### src/sv/tbws_pkg.sv
package tbws_pkg;

  // Window geometry.
  localparam int NUM_BUCKETS = 10;
  localparam int CNT_W       = $clog2(NUM_BUCKETS + 1);
  localparam int IDX_W       = 4;

  // Field widths.
  localparam int WORD_W = 32;
  localparam int LEN_W  = 16;

  localparam logic [LEN_W-1:0] BUCKET_MS_RST = 16'd1000;

  // Divider geometry: three lanes share one step counter.
  localparam int DIVD_W     = WORD_W;
  localparam int DIVS_W     = LEN_W;
  localparam int DIV_STEP_W = $clog2(DIVD_W + 1);
  localparam int DIV_LANES  = 3;
  localparam int LANE_NOW   = 0;
  localparam int LANE_LAST  = 1;
  localparam int LANE_VAL   = 2;

  // Input codes.
  localparam logic CMD_RECORD = 1'b0;
  localparam logic CMD_READ   = 1'b1;
  localparam logic RES_PEAK   = 1'b0;
  localparam logic RES_INTV   = 1'b1;

  typedef logic [DIVD_W-1:0] div_word_t;
  typedef logic [DIVS_W-1:0] div_rem_t;

  typedef struct packed {
    logic              cmd;
    logic              resource;
    logic [WORD_W-1:0] now_ms;
    logic [WORD_W-1:0] value;
  } tbws_in_t;

  typedef struct packed {
    logic [IDX_W-1:0]  bucket_index;
    logic [WORD_W-1:0] bucket_value;
    logic              last;
  } tbws_out_t;

  // Controller to datapath.
  typedef struct packed {
    logic load;
    logic calc;
    logic age_step;
    logic apply;
    logic emit;
  } tbws_cmd_t;

  // Datapath to controller.
  typedef struct packed {
    logic div_busy;
    logic shift_zero;
    logic is_read;
    logic out_free;
    logic emit_last;
  } tbws_sts_t;

endpackage

### src/sv/tbws_div.sv
module tbws_div import tbws_pkg::*; (
  input  logic      clk,
  input  logic      rst_n,
  input  logic      start_i,
  input  div_rem_t  divisor_i,
  input  div_word_t dividend_i [DIV_LANES],
  output logic      busy_o,
  output div_word_t quot_o [DIV_LANES],
  output div_rem_t  rem_o [DIV_LANES]
);

  // Restoring division, one quotient bit per lane per cycle. The dividend
  // register fills up with quotient bits from the bottom as it shifts out.
  div_word_t             acc_r [DIV_LANES];
  div_word_t             acc_nxt [DIV_LANES];
  div_rem_t              rem_r [DIV_LANES];
  div_rem_t              rem_nxt [DIV_LANES];
  div_rem_t              dvs_r;
  logic [DIV_STEP_W-1:0] step_r;
  logic                  busy_r;

  always_comb begin
    logic [DIVS_W:0] trial;
    logic [DIVS_W:0] diff;
    trial = '0;
    diff  = '0;
    for (int l = 0; l < DIV_LANES; l++) begin
      trial = {rem_r[l], acc_r[l][DIVD_W-1]};
      diff  = trial - {1'b0, dvs_r};
      if (trial >= {1'b0, dvs_r}) begin
        rem_nxt[l] = diff[DIVS_W-1:0];
        acc_nxt[l] = {acc_r[l][DIVD_W-2:0], 1'b1};
      end else begin
        rem_nxt[l] = trial[DIVS_W-1:0];
        acc_nxt[l] = {acc_r[l][DIVD_W-2:0], 1'b0};
      end
    end
  end

  always_ff @(posedge clk) begin
    if (!rst_n) begin
      busy_r <= 1'b0;
      step_r <= '0;
    end else if (start_i) begin
      busy_r <= 1'b1;
      step_r <= DIV_STEP_W'(DIVD_W);
    end else if (busy_r) begin
      step_r <= step_r - 1'b1;
      if (step_r == DIV_STEP_W'(1)) begin
        busy_r <= 1'b0;
      end
    end
  end

  always_ff @(posedge clk) begin
    if (start_i) begin
      dvs_r <= divisor_i;
      for (int l = 0; l < DIV_LANES; l++) begin
        acc_r[l] <= dividend_i[l];
        rem_r[l] <= '0;
      end
    end else if (busy_r) begin
      for (int l = 0; l < DIV_LANES; l++) begin
        acc_r[l] <= acc_nxt[l];
        rem_r[l] <= rem_nxt[l];
      end
    end
  end

  assign busy_o = busy_r;
  assign quot_o = acc_r;
  assign rem_o  = rem_r;

endmodule

### src/sv/tbws_ctrl.sv
module tbws_ctrl import tbws_pkg::*; (
  input  logic      clk,
  input  logic      rst_n,
  input  logic      in_valid_i,
  output logic      in_ready_o,
  input  tbws_sts_t sts_i,
  output tbws_cmd_t cmd_o
);

  typedef enum logic [5:0] {
    ST_IDLE  = 6'b000001,
    ST_DIV   = 6'b000010,
    ST_CALC  = 6'b000100,
    ST_AGE   = 6'b001000,
    ST_APPLY = 6'b010000,
    ST_EMIT  = 6'b100000
  } state_t;

  state_t state_r;
  state_t state_nxt;

  always_comb begin
    state_nxt = state_r;
    cmd_o     = '0;
    case (state_r)
      ST_IDLE: begin
        if (in_valid_i) begin
          cmd_o.load = 1'b1;
          state_nxt  = ST_DIV;
        end
      end
      ST_DIV: begin
        if (!sts_i.div_busy) begin
          state_nxt = ST_CALC;
        end
      end
      ST_CALC: begin
        cmd_o.calc = 1'b1;
        state_nxt  = ST_AGE;
      end
      ST_AGE: begin
        if (sts_i.shift_zero) begin
          state_nxt = sts_i.is_read ? ST_EMIT : ST_APPLY;
        end else begin
          cmd_o.age_step = 1'b1;
        end
      end
      ST_APPLY: begin
        cmd_o.apply = 1'b1;
        state_nxt   = ST_IDLE;
      end
      ST_EMIT: begin
        if (sts_i.out_free) begin
          cmd_o.emit = 1'b1;
          if (sts_i.emit_last) begin
            state_nxt = ST_IDLE;
          end
        end
      end
      default: begin
        state_nxt = ST_IDLE;
      end
    endcase
  end

  always_ff @(posedge clk) begin
    if (!rst_n) begin
      state_r <= ST_IDLE;
    end else begin
      state_r <= state_nxt;
    end
  end

  assign in_ready_o = (state_r == ST_IDLE);

endmodule

### src/sv/tbws_datapath.sv
module tbws_datapath import tbws_pkg::*; (
  input  logic             clk,
  input  logic             rst_n,
  input  tbws_cmd_t        cmd_i,
  output tbws_sts_t        sts_o,
  input  logic [LEN_W-1:0] bucket_ms_i,
  input  tbws_in_t         in_data_i,
  output logic             out_valid_o,
  input  logic             out_ready_i,
  output tbws_out_t        out_data_o
);

  // Both windows live in flip-flops. Every access is at a fixed position:
  // ageing shifts by one bucket per cycle and readout rotates the bank.
  logic [WORD_W-1:0] peak_r [NUM_BUCKETS];
  logic [WORD_W-1:0] peak_nxt [NUM_BUCKETS];
  logic [WORD_W-1:0] intv_r [NUM_BUCKETS];
  logic [WORD_W-1:0] intv_nxt [NUM_BUCKETS];
  logic [WORD_W-1:0] last_time_r;
  logic [WORD_W-1:0] last_sample_r;
  logic [WORD_W-1:0] last_sample_nxt;

  logic              cmd_r;
  logic              res_r;
  logic [WORD_W-1:0] val_r;
  logic [LEN_W-1:0]  len_r;
  logic [CNT_W-1:0]  shift_cnt_r;
  logic [CNT_W-1:0]  fill_cnt_r;
  logic [WORD_W-1:0] first_r;
  logic [CNT_W-1:0]  emit_cnt_r;
  logic              out_valid_r;
  tbws_out_t         out_data_r;

  logic [LEN_W-1:0]  len_eff;
  logic              div_busy;
  div_word_t         div_dividend [DIV_LANES];
  div_word_t         div_quot [DIV_LANES];
  div_rem_t          div_rem [DIV_LANES];

  logic [WORD_W-1:0] diff_q;
  logic [WORD_W-1:0] cap_q;
  logic [WORD_W-1:0] more_q;
  logic [WORD_W-1:0] first_q;
  logic              emit_last;
  logic              out_free;

  // A bucket length of zero counts as one millisecond.
  assign len_eff = (bucket_ms_i == '0) ? LEN_W'(1) : bucket_ms_i;

  assign div_dividend[LANE_NOW]  = in_data_i.now_ms;
  assign div_dividend[LANE_LAST] = last_time_r;
  assign div_dividend[LANE_VAL]  = in_data_i.value;

  tbws_div u_div (
    .clk        (clk),
    .rst_n      (rst_n),
    .start_i    (cmd_i.load),
    .divisor_i  (len_eff),
    .dividend_i (div_dividend),
    .busy_o     (div_busy),
    .quot_o     (div_quot),
    .rem_o      (div_rem)
  );

  // Bucket boundaries crossed, wrapping, then capped per resource. The peak
  // window never shifts out its newest bucket.
  assign diff_q = div_quot[LANE_NOW] - div_quot[LANE_LAST];
  assign cap_q  = (res_r == RES_PEAK) ? WORD_W'(NUM_BUCKETS - 1) : WORD_W'(NUM_BUCKETS);

  // The newest bucket takes the remainder, or a full bucket when the duration
  // divides evenly; each full bucket left over goes one position older.
  always_comb begin
    if (div_rem[LANE_VAL] != '0) begin
      first_q = WORD_W'(div_rem[LANE_VAL]);
      more_q  = div_quot[LANE_VAL];
    end else if (val_r != '0) begin
      first_q = WORD_W'(len_r);
      more_q  = div_quot[LANE_VAL] - 1'b1;
    end else begin
      first_q = '0;
      more_q  = '0;
    end
  end

  assign emit_last = (emit_cnt_r == CNT_W'(NUM_BUCKETS - 1));
  assign out_free  = !out_valid_r || out_ready_i;

  always_comb begin
    logic [WORD_W:0]   sum_v;
    logic [WORD_W-1:0] add_v;
    sum_v           = '0;
    add_v           = '0;
    peak_nxt        = peak_r;
    intv_nxt        = intv_r;
    last_sample_nxt = last_sample_r;

    if (cmd_i.age_step) begin
      if (res_r == RES_PEAK) begin
        for (int i = 0; i < NUM_BUCKETS - 1; i++) begin
          peak_nxt[i] = peak_r[i + 1];
        end
        peak_nxt[NUM_BUCKETS-1] = last_sample_r;
      end else begin
        for (int i = 0; i < NUM_BUCKETS - 1; i++) begin
          intv_nxt[i] = intv_r[i + 1];
        end
        intv_nxt[NUM_BUCKETS-1] = '0;
      end
    end

    if (cmd_i.apply) begin
      if (res_r == RES_PEAK) begin
        if (val_r > peak_r[NUM_BUCKETS-1]) begin
          peak_nxt[NUM_BUCKETS-1] = val_r;
        end
        last_sample_nxt = val_r;
      end else begin
        for (int i = 0; i < NUM_BUCKETS; i++) begin
          if (i == NUM_BUCKETS - 1) begin
            add_v = first_r;
          end else if ((NUM_BUCKETS - 1 - i) <= int'(fill_cnt_r)) begin
            add_v = WORD_W'(len_r);
          end else begin
            add_v = '0;
          end
          sum_v       = {1'b0, intv_r[i]} + {1'b0, add_v};
          intv_nxt[i] = sum_v[WORD_W] ? '1 : sum_v[WORD_W-1:0];
        end
      end
    end

    // Readout rotates the bank once per word; a full readout restores it.
    if (cmd_i.emit) begin
      if (res_r == RES_PEAK) begin
        for (int i = 0; i < NUM_BUCKETS - 1; i++) begin
          peak_nxt[i] = peak_r[i + 1];
        end
        peak_nxt[NUM_BUCKETS-1] = peak_r[0];
      end else begin
        for (int i = 0; i < NUM_BUCKETS - 1; i++) begin
          intv_nxt[i] = intv_r[i + 1];
        end
        intv_nxt[NUM_BUCKETS-1] = intv_r[0];
      end
    end
  end

  always_ff @(posedge clk) begin
    if (!rst_n) begin
      for (int i = 0; i < NUM_BUCKETS; i++) begin
        peak_r[i] <= '0;
        intv_r[i] <= '0;
      end
      last_time_r   <= '0;
      last_sample_r <= '0;
      shift_cnt_r   <= '0;
      emit_cnt_r    <= '0;
      out_valid_r   <= 1'b0;
    end else begin
      peak_r        <= peak_nxt;
      intv_r        <= intv_nxt;
      last_sample_r <= last_sample_nxt;
      if (cmd_i.load) begin
        last_time_r <= in_data_i.now_ms;
        emit_cnt_r  <= '0;
      end
      if (cmd_i.calc) begin
        shift_cnt_r <= (diff_q > cap_q) ? CNT_W'(cap_q) : CNT_W'(diff_q);
      end else if (cmd_i.age_step) begin
        shift_cnt_r <= shift_cnt_r - 1'b1;
      end
      if (cmd_i.emit) begin
        out_valid_r <= 1'b1;
        emit_cnt_r  <= emit_cnt_r + 1'b1;
      end else if (out_ready_i) begin
        out_valid_r <= 1'b0;
      end
    end
  end

  always_ff @(posedge clk) begin
    if (cmd_i.load) begin
      cmd_r <= in_data_i.cmd;
      res_r <= in_data_i.resource;
      val_r <= in_data_i.value;
      len_r <= len_eff;
    end
    if (cmd_i.calc) begin
      first_r    <= first_q;
      fill_cnt_r <= (more_q > WORD_W'(NUM_BUCKETS - 1)) ? CNT_W'(NUM_BUCKETS - 1)
                                                        : CNT_W'(more_q);
    end
    if (cmd_i.emit) begin
      out_data_r.bucket_index <= IDX_W'(emit_cnt_r);
      out_data_r.bucket_value <= (res_r == RES_PEAK) ? peak_r[0] : intv_r[0];
      out_data_r.last         <= emit_last;
    end
  end

  always_comb begin
    sts_o            = '0;
    sts_o.div_busy   = div_busy;
    sts_o.shift_zero = (shift_cnt_r == '0);
    sts_o.is_read    = (cmd_r == CMD_READ);
    sts_o.out_free   = out_free;
    sts_o.emit_last  = emit_last;
  end

  assign out_valid_o = out_valid_r;
  assign out_data_o  = out_data_r;

endmodule

### src/sv/time_bucketed_window_stats_core.sv
// A record passes through the divider, the calculation step, the ageing of S buckets and the
// update, and then the block is ready again, where S (0 to NUM_BUCKETS) is the number of buckets
// aged; a read passes through the same steps up to the ageing, then shows one word per cycle while
// the consumer takes them, and is ready again once its last word has been emitted.
// Throughput is set by the bit-serial divider and the one-bucket-per-cycle ageing.
// Reset (synchronous, rst_n low) clears both windows, the last timestamp and the last peak
// sample, empties the output register, and sets bucket_ms to 1000.
module time_bucketed_window_stats_core import tbws_pkg::*; (
  input  logic        clk,
  input  logic        rst_n,

  input  logic        in_valid,
  output logic        in_ready,
  input  tbws_in_t    in_data,

  output logic        out_valid,
  input  logic        out_ready,
  output tbws_out_t   out_data,

  input  logic        cfg_psel,
  input  logic        cfg_penable,
  input  logic        cfg_pwrite,
  input  logic [1:0]  cfg_paddr,
  input  logic [31:0] cfg_pwdata,
  output logic [31:0] cfg_prdata,
  output logic        cfg_pready
);

  // The block handles one word at a time. An accepted word starts three
  // divisions in parallel (the new timestamp, the previous timestamp and the
  // sample value, each by the bucket length). The difference of the first two
  // quotients is how many bucket boundaries have passed; the window of the
  // addressed resource then shifts one bucket per cycle that many times, capped per resource.
  //
  // A peak record keeps the larger of the newest bucket and the sample. An
  // interval record spreads the duration backward: the remainder (or a full
  // bucket when the duration divides evenly) lands in the newest bucket and
  // each further full bucket one position older, all in a single cycle with
  // saturating adders. A read streams every bucket, oldest first, through the
  // output register, rotating the window so that it ends as it began.

  // There is one register, so the whole address range maps onto bucket_ms.
  logic [LEN_W-1:0] bucket_ms_r;
  tbws_cmd_t        cmd;
  tbws_sts_t        sts;

  always_ff @(posedge clk) begin
    if (!rst_n) begin
      bucket_ms_r <= BUCKET_MS_RST;
    end else if (cfg_psel && cfg_penable && cfg_pwrite) begin
      bucket_ms_r <= cfg_pwdata[LEN_W-1:0];
    end
  end

  assign cfg_prdata = 32'(bucket_ms_r);
  assign cfg_pready = 1'b1;

  tbws_ctrl u_ctrl (
    .clk        (clk),
    .rst_n      (rst_n),
    .in_valid_i (in_valid),
    .in_ready_o (in_ready),
    .sts_i      (sts),
    .cmd_o      (cmd)
  );

  tbws_datapath u_datapath (
    .clk         (clk),
    .rst_n       (rst_n),
    .cmd_i       (cmd),
    .sts_o       (sts),
    .bucket_ms_i (bucket_ms_r),
    .in_data_i   (in_data),
    .out_valid_o (out_valid),
    .out_ready_i (out_ready),
    .out_data_o  (out_data)
  );

endmodule
### config.mk
export PLATFORM = sky130hd
export DESIGN_NAME = time_bucketed_window_stats_core
export DESIGN_NICKNAME = d
export VERILOG_FILES = /design/src/sv/tbws_pkg.sv /design/src/sv/tbws_div.sv /design/src/sv/tbws_ctrl.sv /design/src/sv/tbws_datapath.sv /design/src/sv/time_bucketed_window_stats_core.sv
export SDC_FILE = /design/constraint.sdc
export NUM_CORES = 2
export LEC_CHECK = 0
export ABC_AREA = 1
export BUFFER_PORTS_ARGS = -buffer_cell sky130_fd_sc_hd__buf_2
export CORE_MARGIN = 4
export CORE_UTILIZATION = 55
export CTS_CLUSTER_SIZE = 14
export DETAILED_ROUTE_END_ITERATION = 7
export PLACE_DENSITY_LB_ADDON = 0.1
export SETUP_SLACK_MARGIN = 0.5
export SLEW_MARGIN = 0
export SYNTH_ARGS = -nofsm -noshare
export SYNTH_HDL_FRONTEND = slang
export SYNTH_SLANG_ARGS = --single-unit
### constraint.sdc
create_clock -name clk -period 10.3 [get_ports clk]
set_input_delay 2.575 -clock clk [delete_from_list [all_inputs] [get_ports clk]]
set_output_delay 2.575 -clock clk [all_outputs]
set_load 0.03 [all_outputs]
# Yosys cells after proc, flatten, opt, wreduce, memory -nomap -nowiden
# Cells that the tools add are included.
# word_totals
rom_bits	0
n_memories	0
input_bits	107
latch_bits	0
ram_bits	0
ff_bits	1009
# classes
n_reduce_logical	15
add_sub_neg	18
multipliers	0
n_bitwise	2
div_mod_pow	0
shift	0
mux	93
n_eq_ne	13
n_lt_le_gt_ge	15
# ops
op	n
$mux W320	10
$mux W32	36
$add A32 B32 Y33	10
$mux W16	14
$mux W96	2
$gt A32 B32 Y1	2
$ge A17 B16 Y1	3
$mux W6	8
$sub A16 B16 Y16	3
$gt A32 B4 Y1 const B	1
$reduce_bool A32 Y1	1
$sub A32 B1 Y32 const B	1
$sub A32 B32 Y32	1
$pmux W6 S5	1
$mux W4	5
$le A3 B4 Y1 const A	4
$logic_not A16 Y1	1
$mux W1	16
$reduce_bool A16 Y1	1
$eq A6 B1 Y1 const B	2
$le A2 B4 Y1 const A	2
$le A4 B4 Y1 const A	2
$reduce_bool A2 Y1	4
$eq A6 B2 Y1 const B	1
other kinds (20)	25

# Longest topological paths before layout
# logic_depth
depth_word	10
depth_mapped	24

# By module
# A second synthesis with hierarchy kept.
# hier_totals
cells_unflattened	9588
area_unflattened_um2	64720.8
# by_module_without_submodules
mod	seq_area_each_um2	area_each_um2	n_inst	cells_per_inst
tbws_datapath	17486.8	53146.0	1	8020
tbws_div	4464.3	10368.7	1	1397
time_bucketed_window_stats_core	320.3	800.8	1	111
tbws_ctrl	120.1	405.4	1	60

# Worst setup path before layout
# No wires, ideal clock.
# synth_timing
kind	input port to flip-flop
start	input port in_valid
end	register u_datapath.u_div.acc_r, in the netlist u_datapath.u_div.quot_o[0] (enable)
arrival_ns	5.824
path_stages	5
path_buffers	1
slack_ns	3.978
path_cell_list	inv_1 -> nor2_1 -> nor2_1 -> clkinv_1 -> clkbuf_1
# synth_via
elab_chain_len	3
# synth_rtl
element	line_no	rtl
start: declaration	time_bucketed_window_stats_core.sv:12	input logic in_valid,
$mux W1	tbws_ctrl.sv:27	if (in_valid_i) begin
$mux W1	tbws_ctrl.sv:25	case (state_r)
$reduce_bool A2 Y1 (no line)	-	
end signal: indexed assignment	tbws_div.sv:59	acc_r[l] <= dividend_i[l];
end signal: indexed assignment	tbws_div.sv:64	acc_r[l] <= acc_nxt[l];
end: declaration	tbws_div.sv:14	div_word_t acc_r [DIV_LANES];
# Every way passes these cells.
# A chain may end at the register's enable or synchronous reset.

# Worst setup path in the final report
# layout_timing
start	input port out_ready
end	register u_datapath.intv_r[91] (netlist name)
# layout_via
elab_chain_len	4
# layout_rtl
element	line_no	rtl
start: declaration	time_bucketed_window_stats_core.sv:17	input logic out_ready,
$logic_or A1 B1 Y1	tbws_datapath.sv:86	assign out_free = !out_valid_r || out_ready_i;
$mux W1	tbws_ctrl.sv:53	if (sts_i.out_free) begin
$mux W1	tbws_ctrl.sv:25	
$mux W320	tbws_datapath.sv:133	if (cmd_i.emit) begin
end signal: assignment	tbws_datapath.sv:161	intv_r <= intv_nxt;
end: declaration	tbws_datapath.sv:17	logic [WORD_W-1:0] intv_r [NUM_BUCKETS];
# Every way passes these cells.

==> results.toml <==
[power]
ir_worst_vdd_uv = 210.7
powerDensity_nw_per_um2 = 159.6
leakagePower_nw = 28.87

[setup_path]
path_common_cell = "buf_4"
r2r_slack_ns = 4.66
max_stage_delay_ns = 0.80
reg2reg_depth = 19
path_buf_inv = 6
r2r_end = "u_datapath.intv_r[116]"
start_kind = "primary input"
timing.rr.start = "u_datapath.fill_cnt_r[3]"
crit_chain = "buf_2 > nor2_1 > nor2_4 > buf_4 > inv_4 > nor2_4 > buf_4 > inv_8 > buf_4 > nor2_1 > a31oi_1 > a21oi_1"
cp.arrival_ns = 6.24
cp.required_ns = 10.85
endpoint_kind = "flop"
cp_top_family = "buffers and inverters"
slowest_stage = "buf_4"
worstSetupPathType = "in2reg"
critPathMaxFanout = 166

[clock_tree]
post_cts_buffers = 0
root_buffer = "clkbuf_16"
tritoncts = "done"
cts_resized = 0
cts_made_buffers = 111
cts-htree-levels = 3
path_clk_slew_ns = 0.06
worstSkewPairLatency_ns = 0.75
cts_max_path_buffers = 3
holdBufCountCts = 0
cts.sinks = 993

[yosys]
ys_types = 71
syn_area_um2 = 63140
synth-edff-count = 203
synth_adder_area_share_pct = 5.973
synth_mux_area_share_pct = 0.01783
ys_seq_elements = 993
synth_async_sr_flop_share_pct = 0
yosys.area_share.simple_pct = 24.42
yosys_warnings = 0
syn_inst = 9303
synth_compound_area_share_pct = 23.13
yosysSeqAreaShare_pct = 34.70
synth_xor_area_share_pct = 3.357
synth.avg_cell_area_um2 = 6.787
ys_dominant_reg_cell = "dfxtp_1"
synth_top_family_by_area = "simple AND/OR/NAND/NOR gates"

[global_route]
antenna_found_initial = 3
grt_pass1_vias = 57770
grt-ovfl-total = 0
grt_start_max_net_pins = 205
grt_use_total_pct = 32.59
grt_pass1_wl_mm = 318.7

[route]
vias_per_cell = 5.943
ant_nets = 0
avgRoutedWirePerCell_um = 19.24
vias = 63730
drt_pass1_iterations = 8
routed_wl_mm = 206.3
first_iter_violations = 6360
post-route-drc-count = 0

[min_path]
holdPathStages = 2
min_from = "u_datapath.last_time_r[6]"
min_to = "u_datapath.last_time_r[6]"
min_path_type = "reg2reg"

[run_status]
status = "complete, no violations"

[floorplanning]
chipWidth_um = 346.8
coreArea_um2 = 114200
die_h_um = 346.8
ios = 179
rows = 124
start_util_pct = 55.29
die_area_um2 = 120300

[timing]
finClkSkew_ns = 0.04935
tns_ns = 0
fin_crit_sh_pct = 55.24
fmax_mhz = 175.8
tightest_slew_ns = 1.306
setup_viol = 0
maxSlewViolCount = 0
period_minus_slack_ns = 5.690
rsz0062_at_grt = "no"
slew_headroom_pct = 12.27
final_hold_viol_count = 0

[place]
portBuffers = 143
dp_hpwl_mm = 139.0
gp_congestion = 0.9751
placed_cells = 10510

[finish]
final_common_cell = "nand2_1"
layoutNonFillerInstCount = 10720
nNetsFinal = 9512
drive_above_1_share_pct = 5.745
synthToLayoutAreaGrowth_pct = 8.222
final_cell_mix = "1925 x nand2_1, 1298 x o21ai_0, 1145 x nor2_1"

[flow_run]
max-cap-violations = 0
==> where the power goes <==
group | total, W | internal, W | leakage, nW | switching [W]
clock | 0.00440 | 0.00260 | 1.99 | 0.00180
sequential | 0.00432 | 0.00419 | 8.33 | 0.000136
combinational | 0.00218 | 0.000661 | 18.5 | 0.00152
total | 0.0109 | 0.00745 | 28.9 | 0.00346
==> worst max path at each step <==
stage,from,endpoint,slack (ns),cells past startpoint
after floorplan,in_valid,u_datapath.u_div.quot_o[0],3.98,5
after global placement,out_ready,u_datapath.intv_r[154],4.02,12
after detailed placement,out_ready,u_datapath.intv_r[57],3.96,12
after CTS,out_ready,u_datapath.intv_r[57],4.72,12
after global routing,u_datapath.fill_cnt_r[3],u_datapath.intv_r[126],4.21,18
final,out_ready,u_datapath.intv_r[91],4.61,12
==> worst register-to-register path, delay by kind of cell (launching register included) <==
family | cells | cell delay, ns
AND/OR/NAND/NOR | 8 | 2.23
AO/OA/AOI/OAI | 6 | 1.35
buffers and inverters | 3 | 0.87
adder cells (fa/ha/maj) | 2 | 0.67
flip-flops | 1 | 0.38
==> kinds of logic (layout without fill, tap and decap cells) <==
logic type / after synthesis / count (layout)
AND/OR/NAND/NOR: 3758 / 3758
AO/OA/AOI/OAI: 2670 / 2670
buffers and inverters: 1344 / 1234
flip-flops: 993 / 993
adder cells (fa/ha/maj): 293 / 293
XOR/XNOR: 242 / 242
other: 2 / 20
multiplexers: 1 / 1
==> final cells by class <==
type / instances / area, um2
inverter: 822 / 3123
tap: 1512 / 1892
timing repair buffer: 203 / 1226
multi-input combinational: 6981 / 36070
fill: 10930 / 45860
antenna: 3 / 7.507
clock buffer: 148 / 3223
clock inverter: 61 / 880.8
sequential: 993 / 21910
==> through the flow <==
stage | util [%] | hold slack, ns | cell area (um2) | worst slack, ns | power [W]
after CTS | 59.83 | 0.4532 | 68320 | 4.716 | 0.01094
final | 59.84 | 0.4563 | 68330 | 4.610 | 0.01091
after global routing | 59.83 | 0.4669 | 68320 | 4.211 | 0.01142
after detailed placement | 56.24 | 0.4465 | 64220 | 3.962 | 0.006557
after global placement | 56.24 | 0.4392 | 64220 | 4.024 | 0.006515
after floorplan | - | 0.4286 | 63200 | 3.978 | 0.006021
==> synthesized netlist by cell type, drive strengths merged, types with 21 or more instances <==
cell,n,area (um2)
nor3,114,595.6
nand4,102,638.1
o21ai,1342,6769
clkbuf,333,1251
nor2,1171,4493
o22ai,29,181.4
a31oi,150,944.7
ha,279,3491
o21bai,80,604.3
dfxtp,790,15820
nand2,1947,7361
buf,189,958.4
inv,804,3020
o221ai,34,297.8
nand3,359,1822
xnor2,66,578.1
xor2,176,1541
nor4,36,286.5
edfxtp,203,6096
a21o,21,157.7
o211ai,110,825.8
a21oi,821,4143
==> metal layers <==
| layer | GRT usage, % | part of all wire, % | wire, um |
|---|---|---|---|
| met1 | 44.99 | 43 | 88780 |
| met2 | 50.97 | 44 | 90200 |
| met3 | 6.189 | 9.5 | 19570 |
| met4 | 11.92 | 3.7 | 7707 |
| met5 | 0 | 0.0068 | 14 |
(Power assumes the default switching activity.)
